**config.mk**
```make
export PLATFORM = sky130hd
export DESIGN_NAME = ntc_thermistor_average_convert
export DESIGN_NICKNAME = d
export VERILOG_FILES = /design/src/ntc_pkg.sv /design/src/ntc_front.sv /design/src/ntc_fifo.sv /design/src/ntc_div.sv /design/src/ntc_back.sv /design/src/ntc_thermistor_average_convert.sv
export SDC_FILE = /design/constraint.sdc
export NUM_CORES = 2
export LEC_CHECK = 0
export ABC_CLOCK_PERIOD_IN_PS = 11500
export BUFFER_PORTS_ARGS = -buffer_cell sky130_fd_sc_hd__buf_2
export CAP_MARGIN = 20
export CORE_MARGIN = 1.5
export CORE_UTILIZATION = 46
export DETAILED_ROUTE_END_ITERATION = 8
export PLACE_DENSITY = 0.63
export SYNTH_ARGS = -nofsm -noshare
export SYNTH_HDL_FRONTEND = slang
export SYNTH_SLANG_ARGS = --single-unit
```
**constraint.sdc**
```tcl
create_clock -name aclk -period 11.5 [get_ports aclk]
set_input_delay 1.15 -clock aclk [delete_from_list [all_inputs] [get_ports aclk]]
set_output_delay 1.15 -clock aclk [all_outputs]
set_load 0.005 [all_outputs]
```
**src/ntc_pkg.sv**
```systemverilog
// shared types and constants for the thermistor average and convert block
`default_nettype none
package ntc_pkg;

    // converter input window
    localparam int SAMPLE_W = 11;
    localparam int AVG_W    = 10;
    localparam int ADC_MAX  = 1023;

    // configuration register indexes
    localparam logic [1:0] REG_FULL_SCALE = 2'd0;
    localparam logic [1:0] REG_BETA       = 2'd1;
    localparam logic [1:0] REG_REF_TEMP   = 2'd2;

    localparam int CFG_IDX_W  = 2;
    localparam int CFG_DATA_W = 14;
    localparam int FULL_W     = 13;
    localparam int BETA_W     = 14;
    localparam int REFT_W     = 9;
    localparam int TEMP_W     = 18;

    localparam logic [FULL_W-1:0] FULL_RESET = 13'd1023;
    localparam logic [BETA_W-1:0] BETA_RESET = 14'd3950;
    localparam logic [REFT_W-1:0] REFT_RESET = 9'd25;

    // fixed point constants
    localparam logic [47:0] LN2_Q48        = 48'hB17217F7D1CF;
    localparam int          ABS_ZERO_CENTI = 27315;
    localparam int          TEMP_MAX_CENTI = 100000;
    localparam int          TK_MAX         = 127315;
    localparam int          TERMS          = 16;

    // queue between front and back
    localparam int FIFO_DEPTH = 2;

    // shared divider
    localparam int DVD_W = 77;
    localparam int DSR_W = 60;
    localparam int QUO_W = 49;
    localparam int ITR_W = 7;
    localparam logic [QUO_W-1:0] Q_CAP = 49'h100_0000_0000;

    typedef struct packed {
        logic             start;
        logic [DVD_W-1:0] dividend;
        logic [DSR_W-1:0] divisor;
        logic [ITR_W-1:0] iters;
        logic             cap;
    } div_req_t;

    typedef struct packed {
        logic             busy;
        logic             done;
        logic [QUO_W-1:0] quotient;
        logic             sat;
    } div_stat_t;

endpackage
`default_nettype wire

```
**src/ntc_front.sv**
```systemverilog
// front end: sample filtering, accumulation and block average
`default_nettype none
module ntc_front #(
    parameter int NUM_SAMPLES = 16
) (
    input  wire logic                          aclk,
    input  wire logic                          aresetn,
    input  wire logic                          s_valid,
    output logic                               s_ready,
    input  wire logic [ntc_pkg::SAMPLE_W-1:0]  s_sample,
    output logic                               push_valid,
    input  wire logic                          push_ready,
    output logic [ntc_pkg::AVG_W-1:0]          push_avg
);
    localparam int SUM_W = $clog2(ntc_pkg::ADC_MAX * NUM_SAMPLES + 1);
    localparam int CNT_W = $clog2(NUM_SAMPLES + 1);
    localparam int SH    = SUM_W + 7;
    localparam int RW    = SH + 1;
    localparam longint RECIP = ((64'd1 << SH) + NUM_SAMPLES - 1) / NUM_SAMPLES;

    logic [SUM_W-1:0]    sum_reg, sum_next;
    logic [CNT_W-1:0]    cnt_reg, cnt_next;
    logic                sample_ok, held_full, accept;
    logic [SUM_W+RW-1:0] scaled;

    // reciprocal multiply, exact for the sum range
    assign scaled    = sum_reg * RW'(RECIP);
    assign push_avg  = scaled[SH +: ntc_pkg::AVG_W];

    assign sample_ok = (s_sample != '0) && (s_sample <= ntc_pkg::SAMPLE_W'(ntc_pkg::ADC_MAX));
    assign held_full = (cnt_reg == CNT_W'(NUM_SAMPLES));
    assign s_ready   = !(held_full && !push_ready);
    assign accept    = s_valid && s_ready;
    assign push_valid = accept && sample_ok && held_full;

    always_comb begin
        sum_next = sum_reg;
        cnt_next = cnt_reg;
        if (accept && sample_ok) begin
            if (held_full) begin
                sum_next = '0;
                cnt_next = '0;
            end else begin
                sum_next = sum_reg + SUM_W'(s_sample);
                cnt_next = cnt_reg + CNT_W'(1);
            end
        end
    end

    always_ff @(posedge aclk) begin
        if (!aresetn) begin
            sum_reg <= '0;
            cnt_reg <= '0;
        end else begin
            sum_reg <= sum_next;
            cnt_reg <= cnt_next;
        end
    end

endmodule
`default_nettype wire

```
**src/ntc_fifo.sv**
```systemverilog
// short queue of averages between front and back
`default_nettype none
module ntc_fifo (
    input  wire logic                         aclk,
    input  wire logic                         aresetn,
    input  wire logic                         push_valid,
    output logic                              push_ready,
    input  wire logic [ntc_pkg::AVG_W-1:0]    push_avg,
    output logic                              q_valid,
    input  wire logic                         q_pop,
    output logic [ntc_pkg::AVG_W-1:0]         q_avg
);
    localparam int PTR_W = $clog2(ntc_pkg::FIFO_DEPTH);
    localparam int CNT_W = $clog2(ntc_pkg::FIFO_DEPTH + 1);

    logic [ntc_pkg::AVG_W-1:0] mem_reg [ntc_pkg::FIFO_DEPTH];
    logic [PTR_W-1:0] wr_reg, wr_next, rd_reg, rd_next;
    logic [CNT_W-1:0] cnt_reg, cnt_next;
    logic             do_push, do_pop;

    assign push_ready = (cnt_reg != CNT_W'(ntc_pkg::FIFO_DEPTH));
    assign q_valid    = (cnt_reg != '0);
    assign q_avg      = mem_reg[rd_reg];
    assign do_push    = push_valid && push_ready;
    assign do_pop     = q_pop && q_valid;

    always_comb begin
        wr_next  = wr_reg;
        rd_next  = rd_reg;
        cnt_next = cnt_reg;
        if (do_push) begin
            wr_next = (wr_reg == PTR_W'(ntc_pkg::FIFO_DEPTH - 1)) ? '0 : wr_reg + PTR_W'(1);
        end
        if (do_pop) begin
            rd_next = (rd_reg == PTR_W'(ntc_pkg::FIFO_DEPTH - 1)) ? '0 : rd_reg + PTR_W'(1);
        end
        if (do_push && !do_pop) begin
            cnt_next = cnt_reg + CNT_W'(1);
        end else if (do_pop && !do_push) begin
            cnt_next = cnt_reg - CNT_W'(1);
        end
    end

    always_ff @(posedge aclk) begin
        if (do_push) begin
            mem_reg[wr_reg] <= push_avg;
        end
        if (!aresetn) begin
            wr_reg  <= '0;
            rd_reg  <= '0;
            cnt_reg <= '0;
        end else begin
            wr_reg  <= wr_next;
            rd_reg  <= rd_next;
            cnt_reg <= cnt_next;
        end
    end

endmodule
`default_nettype wire

```
**src/ntc_div.sv**
```systemverilog
// shared restoring divider, one quotient bit per cycle
`default_nettype none
module ntc_div (
    input  wire logic               aclk,
    input  wire logic               aresetn,
    input  wire ntc_pkg::div_req_t  req,
    output ntc_pkg::div_stat_t      stat
);
    logic                        busy_reg, done_reg, sat_reg, cap_reg;
    logic [ntc_pkg::ITR_W-1:0]   cnt_reg;
    logic [ntc_pkg::DVD_W-1:0]   dvd_reg;
    logic [ntc_pkg::DSR_W-1:0]   dsr_reg;
    logic [ntc_pkg::DSR_W:0]     rem_reg, rem_sh, rem_next;
    logic [ntc_pkg::QUO_W-1:0]   quo_reg, quo_sh;
    logic                        ge;

    assign rem_sh   = {rem_reg[ntc_pkg::DSR_W-1:0], dvd_reg[ntc_pkg::DVD_W-1]};
    assign ge       = (rem_sh >= {1'b0, dsr_reg});
    assign rem_next = ge ? (rem_sh - {1'b0, dsr_reg}) : rem_sh;
    assign quo_sh   = {quo_reg[ntc_pkg::QUO_W-2:0], ge};

    assign stat.busy     = busy_reg;
    assign stat.done     = done_reg;
    assign stat.quotient = quo_reg;
    assign stat.sat      = sat_reg;

    always_ff @(posedge aclk) begin
        if (req.start) begin
            dvd_reg <= req.dividend;
            dsr_reg <= req.divisor;
            cnt_reg <= req.iters;
            cap_reg <= req.cap;
            rem_reg <= '0;
            quo_reg <= '0;
        end else if (busy_reg) begin
            dvd_reg <= {dvd_reg[ntc_pkg::DVD_W-2:0], 1'b0};
            rem_reg <= rem_next;
            cnt_reg <= cnt_reg - ntc_pkg::ITR_W'(1);
            if (!sat_reg) begin
                quo_reg <= quo_sh;
            end
        end
        if (!aresetn) begin
            busy_reg <= 1'b0;
            done_reg <= 1'b0;
            sat_reg  <= 1'b0;
        end else begin
            done_reg <= 1'b0;
            if (req.start) begin
                busy_reg <= 1'b1;
                sat_reg  <= 1'b0;
            end else if (busy_reg) begin
                // quotient frozen once past the cap
                if (cap_reg && !sat_reg && (quo_sh > ntc_pkg::Q_CAP)) begin
                    sat_reg <= 1'b1;
                end
                if (cnt_reg == ntc_pkg::ITR_W'(1)) begin
                    busy_reg <= 1'b0;
                    done_reg <= 1'b1;
                end
            end
        end
    end

endmodule
`default_nettype wire

```
**src/ntc_back.sv**
```systemverilog
// back end: logarithms, beta equation and result register
`default_nettype none
module ntc_back (
    input  wire logic                                aclk,
    input  wire logic                                aresetn,
    input  wire logic [ntc_pkg::FULL_W-1:0]          full_scale,
    input  wire logic [ntc_pkg::BETA_W-1:0]          beta,
    input  wire logic [ntc_pkg::REFT_W-1:0]          ref_temp,
    input  wire logic                                q_valid,
    input  wire logic [ntc_pkg::AVG_W-1:0]           q_avg,
    output logic                                     q_pop,
    output ntc_pkg::div_req_t                        div_req,
    input  wire ntc_pkg::div_stat_t                  div_stat,
    output logic                                     m_valid,
    input  wire logic                                m_ready,
    output logic [ntc_pkg::AVG_W-1:0]                m_average_code,
    output logic signed [ntc_pkg::TEMP_W-1:0]        m_temp_centi_c,
    output logic                                     m_temp_valid
);
    typedef enum logic [9:0] {
        S_IDLE   = 10'b00_0000_0001,
        S_LNSET  = 10'b00_0000_0010,
        S_ZDIV   = 10'b00_0000_0100,
        S_MUL    = 10'b00_0000_1000,
        S_TSTART = 10'b00_0001_0000,
        S_TDIV   = 10'b00_0010_0000,
        S_LNEND  = 10'b00_0100_0000,
        S_DMUL   = 10'b00_1000_0000,
        S_DCHK   = 10'b01_0000_0000,
        S_QDIV   = 10'b10_0000_0000
    } state_t;

    state_t state_reg, state_next;

    logic [ntc_pkg::AVG_W-1:0]  avg_reg, avg_next;
    logic [12:0]                x_reg, x_next;
    logic [3:0]                 k_reg, k_next, k_w;
    logic                       second_reg, second_next;
    logic [3:0]                 j_reg, j_next;
    logic [47:0]                z2_reg, z2_next, term_reg, term_next;
    logic [48:0]                sum_reg, sum_next;
    logic [40:0]                ln1_reg, ln1_next, lnv;
    logic                       neg_reg, neg_next;
    logic [40:0]                lqa_reg, lqa_next;
    logic [2:0]                 mph_reg, mph_next;
    logic                       ret_reg, ret_next;
    logic [63:0]                prod_reg, prod_next;
    logic [57:0]                t_reg, t_next;
    logic [36:0]                num_reg, num_next;
    logic signed [59:0]         d_reg, d_next;

    logic                               out_valid_reg, out_valid_next;
    logic [ntc_pkg::AVG_W-1:0]          out_avg_reg, out_avg_next;
    logic signed [ntc_pkg::TEMP_W-1:0]  out_temp_reg, out_temp_next;
    logic                               out_tv_reg, out_tv_next;

    logic [31:0]        mop_a, mop_b;
    logic [47:0]        mul_b48, mres;
    logic signed [16:0] ref_ext, c_s;
    logic [15:0]        c_u;
    logic [20:0]        b100;
    logic [12:0]        pw;
    logic [52:0]        r_w;
    logic [41:0]        lq_diff;
    logic [48:0]        tk;

    // c = 100*T0 + 27315 stays positive over the whole 9 bit range
    assign ref_ext = {{8{ref_temp[ntc_pkg::REFT_W-1]}}, ref_temp};
    assign c_s     = ref_ext * 17'sd100 + 17'(ntc_pkg::ABS_ZERO_CENTI);
    assign c_u     = c_s[15:0];
    assign b100    = 21'(beta) * 21'd100;

    always_comb begin
        k_w = '0;
        for (int i = 0; i < 13; i++) begin
            if (x_reg[i]) begin
                k_w = 4'(i);
            end
        end
    end
    assign pw = 13'd1 << k_w;

    // log from k*ln2 + 2*atanh sum, rounded to Q36
    assign r_w     = 53'(k_reg) * 53'(ntc_pkg::LN2_Q48) + {3'b0, sum_reg, 1'b0};
    assign lnv     = 41'((r_w + 53'd2048) >> 12);
    assign lq_diff = {1'b0, ln1_reg} - {1'b0, lnv};

    assign mul_b48 = ret_reg ? z2_reg : term_reg;
    assign mres    = {prod_reg[31:0], 16'b0} + 48'(t_reg >> 16);

    assign tk = 49'((50'(div_stat.quotient) + 50'd1) >> 1);

    // shared 32x32 multiplier
    always_comb begin
        mop_a = '0;
        mop_b = '0;
        if (state_reg == S_MUL) begin
            case (mph_reg)
                3'd0: begin
                    mop_a = term_reg[31:0];
                    mop_b = mul_b48[31:0];
                end
                3'd1: begin
                    mop_a = {16'b0, term_reg[47:32]};
                    mop_b = mul_b48[31:0];
                end
                3'd2: begin
                    mop_a = term_reg[31:0];
                    mop_b = {16'b0, mul_b48[47:32]};
                end
                3'd3: begin
                    mop_a = {16'b0, term_reg[47:32]};
                    mop_b = {16'b0, mul_b48[47:32]};
                end
                default: ;
            endcase
        end else if (state_reg == S_DMUL) begin
            case (mph_reg)
                3'd0: begin
                    mop_a = {16'b0, c_u};
                    mop_b = lqa_reg[31:0];
                end
                3'd1: begin
                    mop_a = {16'b0, c_u};
                    mop_b = {23'b0, lqa_reg[40:32]};
                end
                3'd2: begin
                    mop_a = {16'b0, c_u};
                    mop_b = {11'b0, b100};
                end
                default: ;
            endcase
        end
    end
    assign prod_next = mop_a * mop_b;

    always_comb begin
        state_next     = state_reg;
        avg_next       = avg_reg;
        x_next         = x_reg;
        k_next         = k_reg;
        second_next    = second_reg;
        j_next         = j_reg;
        z2_next        = z2_reg;
        term_next      = term_reg;
        sum_next       = sum_reg;
        ln1_next       = ln1_reg;
        neg_next       = neg_reg;
        lqa_next       = lqa_reg;
        mph_next       = mph_reg;
        ret_next       = ret_reg;
        t_next         = t_reg;
        num_next       = num_reg;
        d_next         = d_reg;
        out_valid_next = out_valid_reg && !m_ready;
        out_avg_next   = out_avg_reg;
        out_temp_next  = out_temp_reg;
        out_tv_next    = out_tv_reg;
        q_pop          = 1'b0;
        div_req        = '0;

        case (state_reg)
            S_IDLE: begin
                if (q_valid && !out_valid_reg) begin
                    q_pop    = 1'b1;
                    avg_next = q_avg;
                    if ((q_avg == '0) || ({3'b0, q_avg} >= full_scale)) begin
                        out_valid_next = 1'b1;
                        out_avg_next   = q_avg;
                        out_temp_next  = '0;
                        out_tv_next    = 1'b0;
                    end else begin
                        x_next      = full_scale - {3'b0, q_avg};
                        second_next = 1'b0;
                        state_next  = S_LNSET;
                    end
                end
            end
            S_LNSET: begin
                k_next           = k_w;
                div_req.start    = 1'b1;
                div_req.dividend = {12'(x_reg - pw), 65'b0};
                div_req.divisor  = 60'(14'(x_reg) + 14'(pw));
                div_req.iters    = 7'd60;
                state_next       = S_ZDIV;
            end
            S_ZDIV: begin
                if (div_stat.done) begin
                    term_next  = div_stat.quotient[47:0];
                    mph_next   = '0;
                    ret_next   = 1'b0;
                    state_next = S_MUL;
                end
            end
            S_MUL: begin
                mph_next = mph_reg + 3'd1;
                case (mph_reg)
                    3'd1: t_next = 58'(prod_reg[63:32]);
                    3'd2: t_next = t_reg + 58'(prod_reg);
                    3'd3: t_next = t_reg + 58'(prod_reg);
                    3'd4: begin
                        if (ret_reg) begin
                            term_next = mres;
                            j_next    = j_reg + 4'd1;
                        end else begin
                            z2_next  = mres;
                            j_next   = '0;
                            sum_next = '0;
                        end
                        state_next = S_TSTART;
                    end
                    default: ;
                endcase
            end
            S_TSTART: begin
                div_req.start    = 1'b1;
                div_req.dividend = {term_reg, 29'b0};
                div_req.divisor  = 60'({j_reg, 1'b1});
                div_req.iters    = 7'd48;
                state_next       = S_TDIV;
            end
            S_TDIV: begin
                if (div_stat.done) begin
                    sum_next = sum_reg + 49'(div_stat.quotient[47:0]);
                    if (j_reg == 4'(ntc_pkg::TERMS - 1)) begin
                        state_next = S_LNEND;
                    end else begin
                        mph_next   = '0;
                        ret_next   = 1'b1;
                        state_next = S_MUL;
                    end
                end
            end
            S_LNEND: begin
                if (!second_reg) begin
                    ln1_next    = lnv;
                    second_next = 1'b1;
                    x_next      = {3'b0, avg_reg};
                    state_next  = S_LNSET;
                end else begin
                    neg_next   = lq_diff[41];
                    lqa_next   = lq_diff[41] ? 41'(-lq_diff) : lq_diff[40:0];
                    mph_next   = '0;
                    state_next = S_DMUL;
                end
            end
            S_DMUL: begin
                mph_next = mph_reg + 3'd1;
                case (mph_reg)
                    3'd1: t_next = 58'(prod_reg);
                    3'd2: t_next = t_reg + {prod_reg[25:0], 32'b0};
                    3'd3: begin
                        num_next   = prod_reg[36:0];
                        d_next     = signed'({3'b0, b100, 36'b0})
                                   + (neg_reg ? -signed'({2'b0, t_reg})
                                              : signed'({2'b0, t_reg}));
                        state_next = S_DCHK;
                    end
                    default: ;
                endcase
            end
            S_DCHK: begin
                if (d_reg <= 60'sd0) begin
                    out_valid_next = 1'b1;
                    out_avg_next   = avg_reg;
                    out_temp_next  = '0;
                    out_tv_next    = 1'b0;
                    state_next     = S_IDLE;
                end else begin
                    div_req.start    = 1'b1;
                    div_req.dividend = {3'b0, num_reg, 37'b0};
                    div_req.divisor  = d_reg;
                    div_req.iters    = 7'd77;
                    div_req.cap      = 1'b1;
                    state_next       = S_QDIV;
                end
            end
            S_QDIV: begin
                if (div_stat.done) begin
                    out_valid_next = 1'b1;
                    out_avg_next   = avg_reg;
                    out_tv_next    = 1'b1;
                    if (div_stat.sat || (tk > 49'(ntc_pkg::TK_MAX))) begin
                        out_temp_next = 18'(ntc_pkg::TEMP_MAX_CENTI);
                    end else begin
                        out_temp_next = signed'(tk[17:0]) - 18'sd27315;
                    end
                    state_next = S_IDLE;
                end
            end
            default: state_next = S_IDLE;
        endcase
    end

    assign m_valid        = out_valid_reg;
    assign m_average_code = out_avg_reg;
    assign m_temp_centi_c = out_temp_reg;
    assign m_temp_valid   = out_tv_reg;

    always_ff @(posedge aclk) begin
        avg_reg      <= avg_next;
        x_reg        <= x_next;
        k_reg        <= k_next;
        second_reg   <= second_next;
        j_reg        <= j_next;
        z2_reg       <= z2_next;
        term_reg     <= term_next;
        sum_reg      <= sum_next;
        ln1_reg      <= ln1_next;
        neg_reg      <= neg_next;
        lqa_reg      <= lqa_next;
        ret_reg      <= ret_next;
        prod_reg     <= prod_next;
        t_reg        <= t_next;
        num_reg      <= num_next;
        d_reg        <= d_next;
        out_avg_reg  <= out_avg_next;
        out_temp_reg <= out_temp_next;
        out_tv_reg   <= out_tv_next;
        if (!aresetn) begin
            state_reg     <= S_IDLE;
            mph_reg       <= '0;
            out_valid_reg <= 1'b0;
        end else begin
            state_reg     <= state_next;
            mph_reg       <= mph_next;
            out_valid_reg <= out_valid_next;
        end
    end

    a_div_start_idle: assert property (@(posedge aclk) disable iff (!aresetn)
        div_req.start |-> !div_stat.busy)
        else $error("divider restarted while busy");

    a_out_free_while_busy: assert property (@(posedge aclk) disable iff (!aresetn)
        (state_reg != S_IDLE) |-> !out_valid_reg)
        else $error("result register occupied during conversion");

    a_invalid_temp_zero: assert property (@(posedge aclk) disable iff (!aresetn)
        (m_valid && !m_temp_valid) |-> (m_temp_centi_c == '0))
        else $error("invalid result with non-zero temperature");

    a_pop_only_idle: assert property (@(posedge aclk) disable iff (!aresetn)
        q_pop |-> (state_reg == S_IDLE) && q_valid && !out_valid_reg)
        else $error("queue popped outside idle");

endmodule
`default_nettype wire

```
**src/ntc_thermistor_average_convert.sv**
```systemverilog
// top level: sample averaging and beta-equation temperature conversion
// samples: one request per cycle unless a full block meets a full queue; the next in-range
//   request after NUM_SAMPLES held ones queues an average; conversion: one average at a time,
//   in the shared bit-serial divider (two logarithms of 16 terms each, then a 77 step quotient)
// a two-entry queue sits between front and back; results leave through an output register
// reset (aresetn, synchronous, active low) clears sum, count, queue, sequencer and registers
`default_nettype none
module ntc_thermistor_average_convert #(
    parameter int NUM_SAMPLES = 16
) (
    input  wire logic                                  aclk,
    input  wire logic                                  aresetn,
    // sample requests
    input  wire logic                                  s_valid,
    output logic                                       s_ready,
    input  wire logic [ntc_pkg::SAMPLE_W-1:0]          s_sample,
    // result requests
    output logic                                       m_valid,
    input  wire logic                                  m_ready,
    output logic [ntc_pkg::AVG_W-1:0]                  m_average_code,
    output logic signed [ntc_pkg::TEMP_W-1:0]          m_temp_centi_c,
    output logic                                       m_temp_valid,
    // configuration writes
    input  wire logic                                  cfg_valid,
    output logic                                       cfg_ready,
    input  wire logic [ntc_pkg::CFG_IDX_W-1:0]         cfg_index,
    input  wire logic [ntc_pkg::CFG_DATA_W-1:0]        cfg_data
);
    // configuration registers
    logic [ntc_pkg::FULL_W-1:0] full_reg;
    logic [ntc_pkg::BETA_W-1:0] beta_reg;
    logic [ntc_pkg::REFT_W-1:0] reft_reg;

    // front to queue
    logic                       push_valid, push_ready;
    logic [ntc_pkg::AVG_W-1:0]  push_avg;

    // queue to back
    logic                       q_valid, q_pop;
    logic [ntc_pkg::AVG_W-1:0]  q_avg;

    // back to divider
    ntc_pkg::div_req_t          div_req;
    ntc_pkg::div_stat_t         div_stat;

    // writes always taken; the user must issue them only while idle, the block does not enforce it
    assign cfg_ready = 1'b1;

    always_ff @(posedge aclk) begin
        if (!aresetn) begin
            full_reg <= ntc_pkg::FULL_RESET;
            beta_reg <= ntc_pkg::BETA_RESET;
            reft_reg <= ntc_pkg::REFT_RESET;
        end else if (cfg_valid && cfg_ready) begin
            case (cfg_index)
                ntc_pkg::REG_FULL_SCALE: full_reg <= cfg_data[ntc_pkg::FULL_W-1:0];
                ntc_pkg::REG_BETA:       beta_reg <= cfg_data[ntc_pkg::BETA_W-1:0];
                ntc_pkg::REG_REF_TEMP:   reft_reg <= cfg_data[ntc_pkg::REFT_W-1:0];
                default: ;
            endcase
        end
    end

    // filter and accumulate
    ntc_front #(
        .NUM_SAMPLES (NUM_SAMPLES)
    ) u_front (
        .aclk       (aclk),
        .aresetn    (aresetn),
        .s_valid    (s_valid),
        .s_ready    (s_ready),
        .s_sample   (s_sample),
        .push_valid (push_valid),
        .push_ready (push_ready),
        .push_avg   (push_avg)
    );

    // decoupling queue
    ntc_fifo u_fifo (
        .aclk       (aclk),
        .aresetn    (aresetn),
        .push_valid (push_valid),
        .push_ready (push_ready),
        .push_avg   (push_avg),
        .q_valid    (q_valid),
        .q_pop      (q_pop),
        .q_avg      (q_avg)
    );

    // shared divider for z, series terms and final quotient
    ntc_div u_div (
        .aclk    (aclk),
        .aresetn (aresetn),
        .req     (div_req),
        .stat    (div_stat)
    );

    // conversion sequencer and result register
    ntc_back u_back (
        .aclk           (aclk),
        .aresetn        (aresetn),
        .full_scale     (full_reg),
        .beta           (beta_reg),
        .ref_temp       (reft_reg),
        .q_valid        (q_valid),
        .q_avg          (q_avg),
        .q_pop          (q_pop),
        .div_req        (div_req),
        .div_stat       (div_stat),
        .m_valid        (m_valid),
        .m_ready        (m_ready),
        .m_average_code (m_average_code),
        .m_temp_centi_c (m_temp_centi_c),
        .m_temp_valid   (m_temp_valid)
    );

endmodule
`default_nettype wire

```
======== After elaboration in Yosys (flattened, before gate mapping) ========
Memory sizes are Yosys's and may differ from the RTL's. A register that Yosys moved wholly into a read port is not among the register bits.
Index checks and enable logic that the tools add are counted.
Widths: inputs -> output; s select.
word-level totals
  bits in writable memories ............... 20
  memories kept ........................... 1
  output and inout bits ................... 32
  bits in read-only memories .............. 0
  latch bits .............................. 0
  flip-flop bits (word level) ............. 839
  input port bits ......................... 32
memory list
  name            depth  bits a word  rd ports  clocked after memory_dff  wr ports  line            text
  u_fifo.mem_reg  2      10           1         1                         1         ntc_fifo.sv:16  logic [ntc_pkg::AVG_W-1:0] mem_reg [ntc_pkg::FIFO_DEPTH];
operators by class
  equal/unequal tests ..................... 36
  $mul .................................... 4
  magnitude comparators ................... 6
  reductions and logical operators ........ 64
  $add $sub $neg .......................... 26
  bitwise gates (word level) .............. 5
  div/mod/pow operators ................... 0
  shifts and indexed selects .............. 1
  muxes and demuxes ....................... 105
operator list
  kind                 count
  $pmux 145 s3         1
  $pmux 58 s2          3
  $mux 48              4
  $mux 77              2
  $mux 49              3
  $mux 146             1
  $mux 32              4
  $pmux 32 s2          2
  $mux 10              12
  $mux 60              2
  $add 58x58->58       2
  $pmux 10 s10         1
  $pmux 49 s2          1
  $pmux 32 s3          1
  $pmux 48 s2          1
  $mux 18              5
  $mul 32x32->64       1
  $ge 61x60->1         1
  $add 58x60->60       1
  $le 60x1->1 const B  1
  $neg 58->60          1
  $sub 60x60->60       1
  $pmux 18 s3          1
  $add 52x50->53       1
  82 further kinds     194

======== Logic depth before layout (Yosys ltp) ========
  depth in word-level cells ............... 16
  gate-level depth with buffers ........... 46
  gate-level depth less buffers ........... 45

======== Modules after synthesis ========
From an unflattened synthesis, not the netlist that was laid out.
second synthesis, totals
  cells, all modules ...................... 10,242
  area total of the unflattened synthesis .. 92,981.7 um^2
modules (own cells, without submodules)
  module                          cells an instance  area each (um^2)  instances  seq. area each (um^2)
  ntc_back                        8,398              74,973.2          1          14,924.3
  ntc_div                         1,461              14,092.3          1          6,596.3
  ntc_thermistor_average_convert  152                1,502.7           1          720.7
  ntc_front                       175                1,461.4           1          380.4
  ntc_fifo                        56                 952.2             1          700.7

======== Least setup slack after synthesis ========
No wires, ideal clock.
  path type ............................... reg-to-reg
  start ................................... reg reft_reg[2] (netlist bit)
  end ..................................... reg u_back.prod_reg[60]
  stages on the path, launching flop included .. 43
  arrival time ............................ 10.502 ns
  period minus slack after synthesis ...... 10.574 ns
  setup time .............................. 0.072 ns
  slack ................................... 0.926 ns
  buffers on the path ..................... 1
  cell sequence ........................... dfxtp_1 ha_1 inv_1 fa_1 inv_1 ha_1 ha_1 a21o_1 a21oi_1 o21ai_0 a21oi_1 o21bai_1 a21oi_1 xnor2_1 nor3_1 xnor2_1 o22ai_1 clkbuf_1 [... 7 more ...] fa_1 fa_1 fa_1 inv_1 fa_1 inv_1 ha_1 a21o_1 a21o_1 a21o_1 a31oi_1 nand3_1 a21bo_2 a211o_1 a21oi_1 nor3_1 a2111oi_0 xnor2_1
between the ends
  longest elaborated chain between the ends .. 6
ends and longest elaborated chain
  item                      line                                  text
  from (decl)               ntc_thermistor_average_convert.sv:32  logic [ntc_pkg::REFT_W-1:0] reft_reg;
  from (signal assigned)    ntc_thermistor_average_convert.sv:53  reft_reg <= ntc_pkg::REFT_RESET;
  from (signal assigned)    ntc_thermistor_average_convert.sv:58  ntc_pkg::REG_REF_TEMP: reft_reg <= cfg_data[ntc_pkg::REFT_W-1:0];
  $mul 9x6->14              ntc_back.sv:69                        assign c_s = ref_ext * 17'sd100 + 17'(ntc_pkg::ABS_ZERO_CENTI);
  $add 16x16->16            ntc_back.sv:69
  $mux 16                   ntc_back.sv:118                       case (mph_reg)
  $mux 32                   ntc_back.sv:117                       end else if (state_reg == S_DMUL) begin
  $mux 32                   ntc_back.sv:97                        if (state_reg == S_MUL) begin
  $mul 32x32->64            ntc_back.sv:135                       assign prod_next = mop_a * mop_b;
  via u_back.prod_next[60]  ntc_back.sv:47                        logic [63:0] prod_reg, prod_next;
  to (signal assigned)      ntc_back.sv:313                       prod_reg <= prod_next;
  to (decl)                 ntc_back.sv:47
The timed path passes the listed nets, and every way through them passes these cells.
A chain may end at the register's enable or synchronous reset.

======== Worst setup path after layout ========
Ends and elaborated chain as after synthesis.

==> out/qor.txt <==
Nets = 12010
Hold_buf cts = 0
Slowest stage cell, crit path = fa_1
Most used cell along the critical path = fa_1
Worst setup startpoint = reft_reg[2]
Top FF cell, synth = edfxtp_1
Post-synth EDFFs = 581
Commonest cells post-synth = inv_1 (1528), nand2_1 (1350), fa_1 (975), ha_1 (769), nor2_1 (674)
Overall Global Routing Usage = 31.14%
Largest net degree at the start of global routing = 117
# rows = 163
Total of max-cap violations = 0
Post-Syn Nets = 11940
GP Congestion = 1.011
Pwr per Cell Area = 114.9 nW/um^2
Worst vdd ir = 0.0002054 V
WP data required = 12160 ps
Worst setup SP type = flop
Number of global-route vias before repair = 74270
Synth unique cells = 92
Share of post-route cells with drive strength above 1 = 7.496%
DP HPWL = 253600 um
Via density = 5.765
Non-filler cells, final = 12960
Sequential area share after synthesis = 24.59%
CTS buffer count = 88
Synth-to-layout area growth = 9.242%
Max reg flops = 64
I/O pin total = 64
Die width = 448.5 um
Min cycle time layout = 11100 ps
Later-pin clock latency in the skew report = 730 ps
Reg-to-Reg Start = reft_reg[2]
Clock transition at path regs = 60 ps
CP Capture Type = flop
Run status = complete, no violations
Clk buf depth = 3
P_leak = 46.47 nW
Clock Skew = 42.58 ps
#FFs+latches synth = 831
Starting Density = 46.29%
Min-Delay Path Class = reg -> reg
CTS tree = done
Clock Tree Root = clkbuf_16
Core area = 197200 sq um
Routed len/inst = 24.20 um
Initial antenna violation count = 17
Mapped Avg Cell Area = 8.982 sq um
Final worst hold slack = 459.7 ps
CP arrival = 11760 ps
Die Y = 448.5 um
Max Clock Freq = 0.09007 GHz
Area contributors post-synth = fa_1 (21%), edfxtp_1 (19%), ha_1 (11%), inv_1 (6.3%), nand2_1 (5.6%)
Endpoints failing hold = 0
# fillers = 18590
Synth area leader = fa_1
Most frequent cell after synthesis = inv_1
Setup TNS Final = 0 ps
CTS Sinks = 831
Synthesis warning total = 0
Final max-slew violation count = 0
Cells after Synth = 10160
Final antenna-violating net count = 0
WP buf/inv = 12
First-pass DRT Iterations = 7
Worst Max-Slew Pin Slew = 1235 ps
Routed WL = 313700 um
Vias = 74720
CP Class = reg -> reg
Synth top area share = 21.38%
Final period utilization = 96.54%
Crit-path max cell delay = 560 ps
First-pass GRT wire length = 468300 um
Async S/R FF share, synth = 0%
Die area = 201100 sq um
DRC Markers = 0
Crit-path max FO = 12
Pre-CTS setup slack = -75.74 ps
Total Power = 11.46 mW
Total grt overflow = 0
Placed insts = 12780
Final worst slack = 397.6 ps
Mapped cell area = 91290 sq um
Area of placed instances = 96520 sq um
Crit-path leading delay family = adder cells
PortBufs = 62
Slew HR = 17.67%
Final Setup Violations = 0
H-tree depth = 3
Violation count after the first detailed-route iteration = 7138
Hold_sp = u_front.sum_reg[0]
Design Area, Final = 99720 sq um
Final Util = 50.57%
## tightest hold or removal path: cells and delay by family, from the launching register on
kind,cells,cell delay (ps)
DFF,1,310
AOI/OAI and AO/OA,1,50
and+or+nand+nor,1,50
## per-layer routing
layer / GRT usage (%) / vias up / share of wire (%)
met5: 0 / - / 0.0089
met4: 11.16 / 4 / 4.2
met3: 5.993 / 510 / 8.5
met2: 48.50 / 2838 / 45
met1: 43.10 / 37490 / 43
li1: - / 33880 / -
## cell families (layout without fill, tap and decap cells)
family,count (synthesis),after routing,synth area share (%)
AOI/OAI and AO/OA,1872,1872,12.94
xor gates and xnor gates,533,533,5.114
adders and majority gates,1744,1744,31.92
muxes,213,213,2.367
DFF,831,831,24.59
and+or+nand+nor,2988,2988,14.88
other,2,12,0.008227
buffers and inverters,1980,2129,8.176
## where the power goes
part | switching, mW | internal [mW]
registers | 0.348 | 3.57
clock network | 1.34 | 1.62
logic | 2.85 | 1.73
total | 4.54 | 6.92
## area by class of cell
| class | count | area, sq um | area share [%] |
|---|---|---|---|
| multi-input cells | 7352 | 61870 | 62.04 |
| flip-flops and latches | 831 | 22460 | 22.52 |
| inverters | 1532 | 5753 | 5.769 |
| repair buffers | 432 | 3391 | 3.400 |
| well taps | 2640 | 3303 | 3.312 |
| clock buffers | 123 | 2554 | 2.561 |
| clock inverters | 42 | 367.9 | 0.3689 |
| diodes | 10 | 25.02 | 0.02509 |
## worst paths after layout
check | to | slack (ps) | depth (start not counted)
hold / removal | u_front.sum_reg[0] | 460 | 2
setup reg to reg | u_back.prod_reg[60] | 400 | 46
setup / recovery | u_back.prod_reg[60] | 400 | 46
hold reg to reg | u_front.sum_reg[0] | 460 | 2
## layout by cell type (no fill, tap or decap), types with 50 or more instances in the layout
cell type and instances:
a21o_1 207, a21oi_1 569, a22oi_1 51, a31oi_1 50, and2_1 200, and3_1 63
buf_2 62, buf_4 345, clkbuf_16 93, dfxtp_1 247, edfxtp_1 581, fa_1 974
ha_1 768, inv_1 1527, mux2i_1 190, nand2_1 1350, nand2b_1 67, nand3_1 135
nand4_1 83, nor2_1 662, nor2b_1 73, nor3_1 106, o21a_1 68, o21ai_0 337
o21bai_1 82, o22ai_1 55, o31ai_1 66, xnor2_1 355, xor2_1 173
## what timing repair did
action                                  4_1_cts  5_1_grt
endpoints found under the setup margin        4       22
buffers inserted                              0        2
gates resized for setup                       1       59
pin swaps                                     0       24
Power figures use the tool's default switching activity.
